`src/rtl/oads_pkg.sv`:
```
// ----------------------------------------------------------------------------
// oads_pkg
// Shared types, state codes, the sequence table and the constant-divide
// helpers of the obstacle avoidance drive sequencer.
// ----------------------------------------------------------------------------
package oads_pkg;

   // Configuration register indexes
   localparam logic [1:0] CSR_BLOCKED_DIST = 2'd0;
   localparam logic [1:0] CSR_MOTOR_RELOAD = 2'd1;
   localparam logic [1:0] CSR_SERVO_RELOAD = 2'd2;

   localparam logic [10:0] BLOCKED_DIST_RESET = 11'd30;
   localparam logic [15:0] MOTOR_RELOAD_RESET = 16'd66;
   localparam logic [15:0] SERVO_RELOAD_RESET = 16'd1999;

   // Sequencer states
   localparam logic [3:0] ST_FORWARD       = 4'd0;
   localparam logic [3:0] ST_STOP          = 4'd1;
   localparam logic [3:0] ST_LOOK_LEFT     = 4'd2;
   localparam logic [3:0] ST_TURN_LEFT     = 4'd3;
   localparam logic [3:0] ST_STOP_LEFT     = 4'd4;
   localparam logic [3:0] ST_LEFT_FORWARD  = 4'd5;
   localparam logic [3:0] ST_LOOK_RIGHT    = 4'd6;
   localparam logic [3:0] ST_TURN_RIGHT    = 4'd7;
   localparam logic [3:0] ST_STOP_RIGHT    = 4'd8;
   localparam logic [3:0] ST_RIGHT_FORWARD = 4'd9;
   localparam logic [3:0] ST_REVERSE       = 4'd10;
   localparam logic [3:0] ST_INIT_STOP     = 4'd11;

   // Motor speed classes (duty percentages 45, 50, 59, 60, 65)
   localparam int SPD_COUNT = 5;
   localparam logic [2:0] SPD_45 = 3'd0;
   localparam logic [2:0] SPD_50 = 3'd1;
   localparam logic [2:0] SPD_59 = 3'd2;
   localparam logic [2:0] SPD_60 = 3'd3;
   localparam logic [2:0] SPD_65 = 3'd4;

   // H-bridge pin patterns, bit0 IN1 .. bit3 IN4
   localparam logic [3:0] PINS_STOP    = 4'd0;
   localparam logic [3:0] PINS_FORWARD = 4'd9;
   localparam logic [3:0] PINS_LEFT    = 4'd10;
   localparam logic [3:0] PINS_RIGHT   = 4'd5;
   localparam logic [3:0] PINS_REVERSE = 4'd6;

   typedef struct packed {
      logic        moving;
      logic [3:0]  pins;
      logic [2:0]  pass_spd;
      logic [2:0]  drv_spd;
      logic [10:0] dwell;
      logic [3:0]  next_clear;
      logic [3:0]  next_blocked;
   } seq_entry_type;

   typedef struct packed {
      logic [10:0]                  blocked_dist;
      logic [SPD_COUNT-1:0][15:0]   motor_cmp;
      logic [15:0]                  servo_left;
      logic [15:0]                  servo_right;
      logic [15:0]                  servo_center;
   } oads_cfg_type;

   function automatic seq_entry_type seq_lookup(input logic [3:0] idx);
      seq_entry_type e;
      e = '{moving: 1'b0, pins: PINS_STOP, pass_spd: SPD_45, drv_spd: SPD_45,
            dwell: 11'd2000, next_clear: ST_FORWARD, next_blocked: ST_FORWARD};
      case (idx)
         ST_FORWARD: begin
            e = '{1'b1, PINS_FORWARD, SPD_59, SPD_60, 11'd0, ST_FORWARD, ST_STOP};
         end
         ST_STOP: begin
            e = '{1'b0, PINS_STOP, SPD_45, SPD_45, 11'd1000, ST_LOOK_LEFT, ST_LOOK_LEFT};
         end
         ST_LOOK_LEFT: begin
            e = '{1'b0, PINS_STOP, SPD_45, SPD_45, 11'd1000, ST_TURN_LEFT, ST_LOOK_RIGHT};
         end
         ST_TURN_LEFT: begin
            e = '{1'b1, PINS_LEFT, SPD_50, SPD_50, 11'd430, ST_STOP_LEFT, ST_STOP_LEFT};
         end
         ST_STOP_LEFT: begin
            e = '{1'b0, PINS_STOP, SPD_45, SPD_45, 11'd1000, ST_LEFT_FORWARD,
                  ST_LEFT_FORWARD};
         end
         ST_LEFT_FORWARD: begin
            e = '{1'b1, PINS_FORWARD, SPD_45, SPD_65, 11'd400, ST_FORWARD, ST_FORWARD};
         end
         ST_LOOK_RIGHT: begin
            e = '{1'b0, PINS_STOP, SPD_45, SPD_45, 11'd1000, ST_TURN_RIGHT, ST_REVERSE};
         end
         ST_TURN_RIGHT: begin
            e = '{1'b1, PINS_RIGHT, SPD_50, SPD_50, 11'd430, ST_STOP_RIGHT, ST_STOP_RIGHT};
         end
         ST_STOP_RIGHT: begin
            e = '{1'b0, PINS_STOP, SPD_45, SPD_45, 11'd1000, ST_RIGHT_FORWARD,
                  ST_RIGHT_FORWARD};
         end
         ST_RIGHT_FORWARD: begin
            e = '{1'b1, PINS_FORWARD, SPD_60, SPD_50, 11'd400, ST_FORWARD, ST_FORWARD};
         end
         ST_REVERSE: begin
            e = '{1'b1, PINS_REVERSE, SPD_60, SPD_50, 11'd400, ST_STOP, ST_STOP};
         end
         default: begin
            // initial stop, and any code beyond the table
            e = '{1'b0, PINS_STOP, SPD_45, SPD_45, 11'd2000, ST_FORWARD, ST_FORWARD};
         end
      endcase
      return e;
   endfunction

   function automatic logic [6:0] spd_pct(input logic [2:0] spd);
      logic [6:0] pct;
      case (spd)
         SPD_45:  pct = 7'd45;
         SPD_50:  pct = 7'd50;
         SPD_59:  pct = 7'd59;
         SPD_60:  pct = 7'd60;
         SPD_65:  pct = 7'd65;
         default: pct = 7'd0;
      endcase
      return pct;
   endfunction

   // floor(reload * pct / 100): multiply by ceil(2^30 / 100)
   function automatic logic [15:0] motor_scale(input logic [15:0] reload,
                                               input logic [6:0] pct);
      logic [22:0] x;
      logic [46:0] prod;
      x    = 23'(reload) * 23'(pct);
      prod = 47'(x) * 47'(24'd10737419);
      return prod[45:30];
   endfunction

   // floor(reload * 3 / 100): multiply by ceil(2^25 / 100)
   function automatic logic [15:0] servo_right_scale(input logic [15:0] reload);
      logic [17:0] x;
      logic [46:0] prod;
      x    = 18'(reload) * 18'd3;
      prod = 47'(x) * 47'(19'd335545);
      return prod[40:25];
   endfunction

   // floor(reload * 82 / 1000) = floor(reload * 41 / 500): ceil(2^31 / 500)
   function automatic logic [15:0] servo_center_scale(input logic [15:0] reload);
      logic [21:0] x;
      logic [46:0] prod;
      x    = 22'(reload) * 22'd41;
      prod = 47'(x) * 47'(23'd4294968);
      return prod[46:31];
   endfunction

   // floor(ticks * 17 / 1000) = floor(floor(ticks * 17 / 8) / 125)
   function automatic logic [10:0] echo_distance(input logic [15:0] ticks);
      logic [20:0] x;
      logic [36:0] prod;
      x    = {1'b0, ticks, 4'b0000} + 21'(ticks);
      prod = 37'(x[20:3]) * 37'(19'd268436);
      return prod[35:25];
   endfunction

endpackage

```
`src/rtl/oads_core.sv`:
```
// ----------------------------------------------------------------------------
// oads_core
// Input register, one table step and the result register; holds the
// sequencer state and the motor levels kept through stop states.
// ----------------------------------------------------------------------------
module oads_core (
   input  logic                   clock,
   input  logic                   reset,
   input  oads_pkg::oads_cfg_type cfg,
   input  logic                   req_valid,
   output logic                   req_stall,
   input  logic [15:0]            req_echo_ticks,
   output logic                   rsp_valid,
   input  logic                   rsp_stall,
   output logic [3:0]             rsp_state_index,
   output logic                   rsp_blocked,
   output logic [10:0]            rsp_distance_cm,
   output logic [3:0]             rsp_bridge_pins,
   output logic [15:0]            rsp_passenger_compare,
   output logic [15:0]            rsp_driver_compare,
   output logic [15:0]            rsp_servo_compare,
   output logic [10:0]            rsp_dwell_ms
);

   logic        a_valid_ff;
   logic [15:0] a_ticks_ff;
   logic        b_valid_ff;
   logic        b_valid_in;
   logic        advance;
   logic        accept;

   logic [3:0]  state_ff;
   logic [15:0] pass_lvl_ff;
   logic [15:0] drv_lvl_ff;

   logic [10:0] echo_cm;
   logic        blk;
   oads_pkg::seq_entry_type cur_ent;
   oads_pkg::seq_entry_type nxt_ent;
   logic [3:0]  nxt;
   logic [15:0] pass_in;
   logic [15:0] drv_in;
   logic [15:0] servo_in;

   logic [3:0]  state_index_ff;
   logic        blocked_ff;
   logic [10:0] distance_ff;
   logic [3:0]  pins_ff;
   logic [15:0] pass_cmp_ff;
   logic [15:0] drv_cmp_ff;
   logic [15:0] servo_ff;
   logic [10:0] dwell_ff;

   // move the held transaction into the result register when it is free
   assign advance    = a_valid_ff && (!b_valid_ff || !rsp_stall);
   assign req_stall  = a_valid_ff && !advance;
   assign accept     = req_valid && !req_stall;
   assign b_valid_in = advance || (b_valid_ff && rsp_stall);

   always_comb begin
      echo_cm = oads_pkg::echo_distance(a_ticks_ff);
      blk     = (echo_cm <= cfg.blocked_dist);
      cur_ent = oads_pkg::seq_lookup(state_ff);
      nxt     = blk ? cur_ent.next_blocked : cur_ent.next_clear;
      nxt_ent = oads_pkg::seq_lookup(nxt);
      // stop states keep the previous levels
      pass_in = nxt_ent.moving ? cfg.motor_cmp[nxt_ent.pass_spd] : pass_lvl_ff;
      drv_in  = nxt_ent.moving ? cfg.motor_cmp[nxt_ent.drv_spd] : drv_lvl_ff;
      case (nxt)
         oads_pkg::ST_LOOK_LEFT:  servo_in = cfg.servo_left;
         oads_pkg::ST_LOOK_RIGHT: servo_in = cfg.servo_right;
         default:                 servo_in = cfg.servo_center;
      endcase
   end

   always_ff @(posedge clock) begin
      if (reset) begin
         a_valid_ff  <= 1'b0;
         b_valid_ff  <= 1'b0;
         state_ff    <= oads_pkg::ST_INIT_STOP;
         pass_lvl_ff <= 16'd0;
         drv_lvl_ff  <= 16'd0;
      end else begin
         if (accept) begin
            a_valid_ff <= 1'b1;
         end else if (advance) begin
            a_valid_ff <= 1'b0;
         end
         b_valid_ff <= b_valid_in;
         if (advance) begin
            state_ff    <= nxt;
            pass_lvl_ff <= pass_in;
            drv_lvl_ff  <= drv_in;
         end
      end
   end

   always_ff @(posedge clock) begin
      if (accept) begin
         a_ticks_ff <= req_echo_ticks;
      end
      if (advance) begin
         state_index_ff <= nxt;
         blocked_ff     <= blk;
         distance_ff    <= echo_cm;
         pins_ff        <= nxt_ent.pins;
         pass_cmp_ff    <= pass_in;
         drv_cmp_ff     <= drv_in;
         servo_ff       <= servo_in;
         dwell_ff       <= nxt_ent.dwell;
      end
   end

   assign rsp_valid             = b_valid_ff;
   assign rsp_state_index       = state_index_ff;
   assign rsp_blocked           = blocked_ff;
   assign rsp_distance_cm       = distance_ff;
   assign rsp_bridge_pins       = pins_ff;
   assign rsp_passenger_compare = pass_cmp_ff;
   assign rsp_driver_compare    = drv_cmp_ff;
   assign rsp_servo_compare     = servo_ff;
   assign rsp_dwell_ms          = dwell_ff;

`ifndef SYNTHESIS
   a_state_in_table: assert property (@(posedge clock) disable iff (reset)
      state_ff <= oads_pkg::ST_INIT_STOP)
      else $error("sequencer state outside the table");

   a_advance_fills_result: assert property (@(posedge clock) disable iff (reset)
      advance |=> b_valid_ff)
      else $error("advanced transaction did not reach the result register");

   a_stall_only_when_full: assert property (@(posedge clock) disable iff (reset)
      req_stall |-> (a_valid_ff && b_valid_ff && rsp_stall))
      else $error("input stalled with room downstream");

   a_result_matches_state: assert property (@(posedge clock) disable iff (reset)
      b_valid_ff |-> (state_index_ff == state_ff))
      else $error("shown state differs from sequencer state");
`endif

endmodule

```
`config.mk`:
```
export PLATFORM = sky130hd
export DESIGN_NAME = oads_core
export DESIGN_NICKNAME = d
export VERILOG_FILES = /design/src/rtl/oads_pkg.sv /design/src/rtl/oads_core.sv
export SDC_FILE = /design/constraint.sdc
export NUM_CORES = 1
export LEC_CHECK = 0
export ABC_AREA = 1
export BUFFER_PORTS_ARGS = -buffer_cell sky130_fd_sc_hd__buf_4
export CORE_MARGIN = 5
export CORE_UTILIZATION = 40
export CTS_BUF_LIST = sky130_fd_sc_hd__clkbuf_4
export DETAILED_ROUTE_END_ITERATION = 10
export PLACE_DENSITY = 0.64
export SKIP_CTS_REPAIR_TIMING = 1
export SYNTH_ARGS = -nofsm -noshare
export SYNTH_HDL_FRONTEND = slang
export SYNTH_SLANG_ARGS = --single-unit
```
`constraint.sdc`:
```
create_clock -name clock -period 17.1 [get_ports clock]
set_clock_uncertainty 0.1 [all_clocks]
set_input_delay 1.71 -clock clock [delete_from_list [all_inputs] [get_ports clock]]
set_output_delay 1.71 -clock clock [all_outputs]
set_load 0.005 [all_outputs]
```
==> flow_summary_export.csv <==
group,metric,value,unit
routing,vias,10400,
routing,post_drt_wl_per_cell,15.9,um
place,placed_cells,2073,
power_and_ir_drop,leakage,7.59,nW
sta,finalSetupTns,0,ns
run_status,status,"finished, final reports clean",
synthesis,synth_cell_types,48,
sta,slew_headroom,26.1,%
global_route,antenna_found_initial,1,
synthesis,synth_warnings,0,
clocking,cts_made_buffers,17,
final_layout,fill_cells,2873,
global_route,grt_use_total,20.1,%
clocking,clockBufferDepth,2,
global_route,grt_pass1_vias,10600,
floorplan,chipWidth,182,um
floorplan,ios,240,
critical_path,cp-endpoint,"rsp_passenger_compare[6]",
synthesis,synth-seq-cells,135,
final_layout,stdcell_count,2106,
routing,drc,0,
sta,worst_slack,5.66,ns
synthesis,synthArstFlopShare,0,%
synthesis,synth_top_area_share,22.8,%
synthesis,synthFlopType,"edfxtp_1",
final_layout,area_growth_syn_to_layout,19.9,%
sta,timing.hold.ws,0.450,ns
hold_path,hold_path_class,"reg2reg",
critical_path,cp-start-kind,"flop",
clocking,clkTransAtPathRegs,0.14,ns
critical_path,r2r_cells,47,
place,pre_cts_ws,5.66,ns
synthesis,syn_inst,1489,
critical_path,r2r_start,"a_ticks_ff[4]",
critical_path,cp.arrival,11.68,ns
global_route,grt_pass1_wl,54000,um
critical_path,reg2reg_to,"rsp_passenger_compare[6]",
synthesis,synth_nets,1854,
critical_path,slowest_delay,0.83,ns
routing,via_per_inst,4.96,
routing,routed_wl,33500,um
final_layout,drive_gt1_share,17.6,%
synthesis,yosysSeqAreaShare,30.4,%
synthesis,synth_area_leader_cell,"edfxtp_1",
final_layout,layout.nets,2067,
critical_path,crit_fanout,35,
global_route,gr-total-overflow,0,
synthesis,synth.area.top_cells,"edfxtp_1 23%, ha_1 17%, inv_1 9.9%",
synthesis,avgSynthCellArea,7.97,um^2
sta,finalCriticalPeriod,11.44,ns
sta,tightest_slew,1.11,ns
floorplan,start_util,40.2,%
critical_path,r2r_setup_slack,5.66,ns
clocking,clkLatencyLatePin,0.57,ns
critical_path,cp-end-kind,"flop",
clocking,cts_tree,"done",
critical_path,cp_common_cell,"inv_1",
place,gp_congestion,0.939,
run,maxCapViolCount,0,
sta,rsz0062_at_grt,"no",
global_route,grt_max_degree,97,
clocking,h-tree-depth,4,
floorplan,num_rows,63,
synthesis,synth_edf_count,90,
clocking,cts_root_buf,"clkbuf_4",
routing,dr.first_iter.drc_count,628,
critical_path,criticalPathCategory,"reg2reg",
place,port_buffers,238,
final_layout,most-common-layout-cells,"313 x inv_1, 289 x nand2_1, 241 x buf_4, 160 x ha_1, 97 x nand3_1",
sta,slew_violations,0,
floorplan,coreArea,29500,um^2
sta,hold_viol,0,
power_and_ir_drop,powerDensity,224,nW/um^2
sta,max_freq,87.4,MHz
critical_path,cp_slowest_cell,"nand2_1",
synthesis,syn_area,11900,um^2
sta,setup_viol,0,
floorplan,die_h,182,um
clocking,clkSinkCount,135,
critical_path,crit_required,17.35,ns
routing,firstDrtPassIters,5,
sta,fin_crit_sh,66.9,%
floorplan,die-area,33200,um^2
critical_path,crit_start,"a_ticks_ff[4]",
power_and_ir_drop,irDropWorstVdd,130,uV
place,dp_hpwl,26600,um
final_layout,layout_commonest_cell,"inv_1",
routing,ant_nets,0,
==> layer usage <==
metal  GRT usage (%)  up-vias  wire length (um)
met5               0        -                 0
met4            6.21        0               879
met3            4.84       58              2340
met2            32.7      331             15400
met1            26.6     4838             14900
li1                -     5219                 -
==> metrics by stage <==
step | power (mW) | instance area (um^2) | util, %
2_1_floorplan | 2.32 | 11900 | -
3_3_place_gp | 2.91 | 13900 | 47.2
3_5_place_dp | 2.95 | 13900 | 47.2
4_1_cts | 3.22 | 14200 | 48.3
5_1_grt | 3.62 | 14200 | 48.3
6_report | 3.19 | 14200 | 48.3
==> worst min-delay path by stage <==
stage                         end  cells after the start      startpoint
3_5_place_dp       pass_lvl_ff[0]                      2  pass_lvl_ff[0]
6_report       rsp_state_index[1]                      0      cur_ent[5]
4_1_cts        rsp_state_index[1]                      0      cur_ent[5]
5_1_grt        rsp_state_index[1]                      0      cur_ent[5]
2_1_floorplan           rsp_valid                      2      a_valid_ff
3_3_place_gp        drv_lvl_ff[8]                      2   drv_lvl_ff[8]
==> worst max-delay path, delay by kind of cell, from the launching register on <==
| kind | cells | cell delay [ns] |
|---|---|---|
| and+or+nand+nor | 13 | 2.79 |
| adders and majority gates | 10 | 3.96 |
| DFF | 1 | 0.37 |
| buffers and inverters | 10 | 0.87 |
| xor gates and xnor gates | 2 | 0.34 |
| AOI/OAI and AO/OA | 12 | 2.73 |
==> area by class of cell <==
cell class,instances,area (um^2),area share [%]
multi-input combinational,989,6810,47.9
sequential,135,3600,25.3
timing repair buffer,241,1810,12.7
inverter,318,1190,8.39
tap,390,488,3.43
clock inverter,14,186,1.31
clock buffer,18,135,0.950
antenna,1,2.50,0.0176
==> cell usage after synthesis, types with 27 or more instances <==
cell	n
o21ai_0	68
nand2_1	289
inv_1	313
dfxtp_1	45
ha_1	160
xor2_1	27
nor2_1	76
edfxtp_1	90
fa_1	46
nand3_1	97
a21oi_1	88
o211ai_1	28
==> state kept, by name, indices dropped and copies added (netlist names) <==
register,count
rsp_bridge_pins,4
rsp_servo_compare,16
a_valid_ff,1
pass_lvl_ff,16
rsp_driver_compare,16
rsp_valid,1
rsp_blocked,1
rsp_dwell_ms,6
state_ff,4
drv_lvl_ff,16
cur_ent,7
rsp_distance_cm,11
rsp_passenger_compare,16
a_ticks_ff,16
rsp_state_index,4
==> cells by family after synthesis <==
| kind of cell | Yosys count | share of synthesized area, % |
|---|---|---|
| buffers and inverters | 365 | 12.3 |
| DFF | 135 | 30.4 |
| AOI/OAI and AO/OA | 233 | 11.5 |
| adders and majority gates | 206 | 24.6 |
| and+or+nand+nor | 517 | 18.8 |
| xor gates and xnor gates | 32 | 2.36 |
| other | 1 | 0.0316 |
==> power breakdown <==
part	switching [mW]	total, mW	internal [mW]
logic	1.53	2.45	0.918
registers	0.0244	0.499	0.474
clock network	0.141	0.248	0.107
Power figures use the tool's default switching activity.
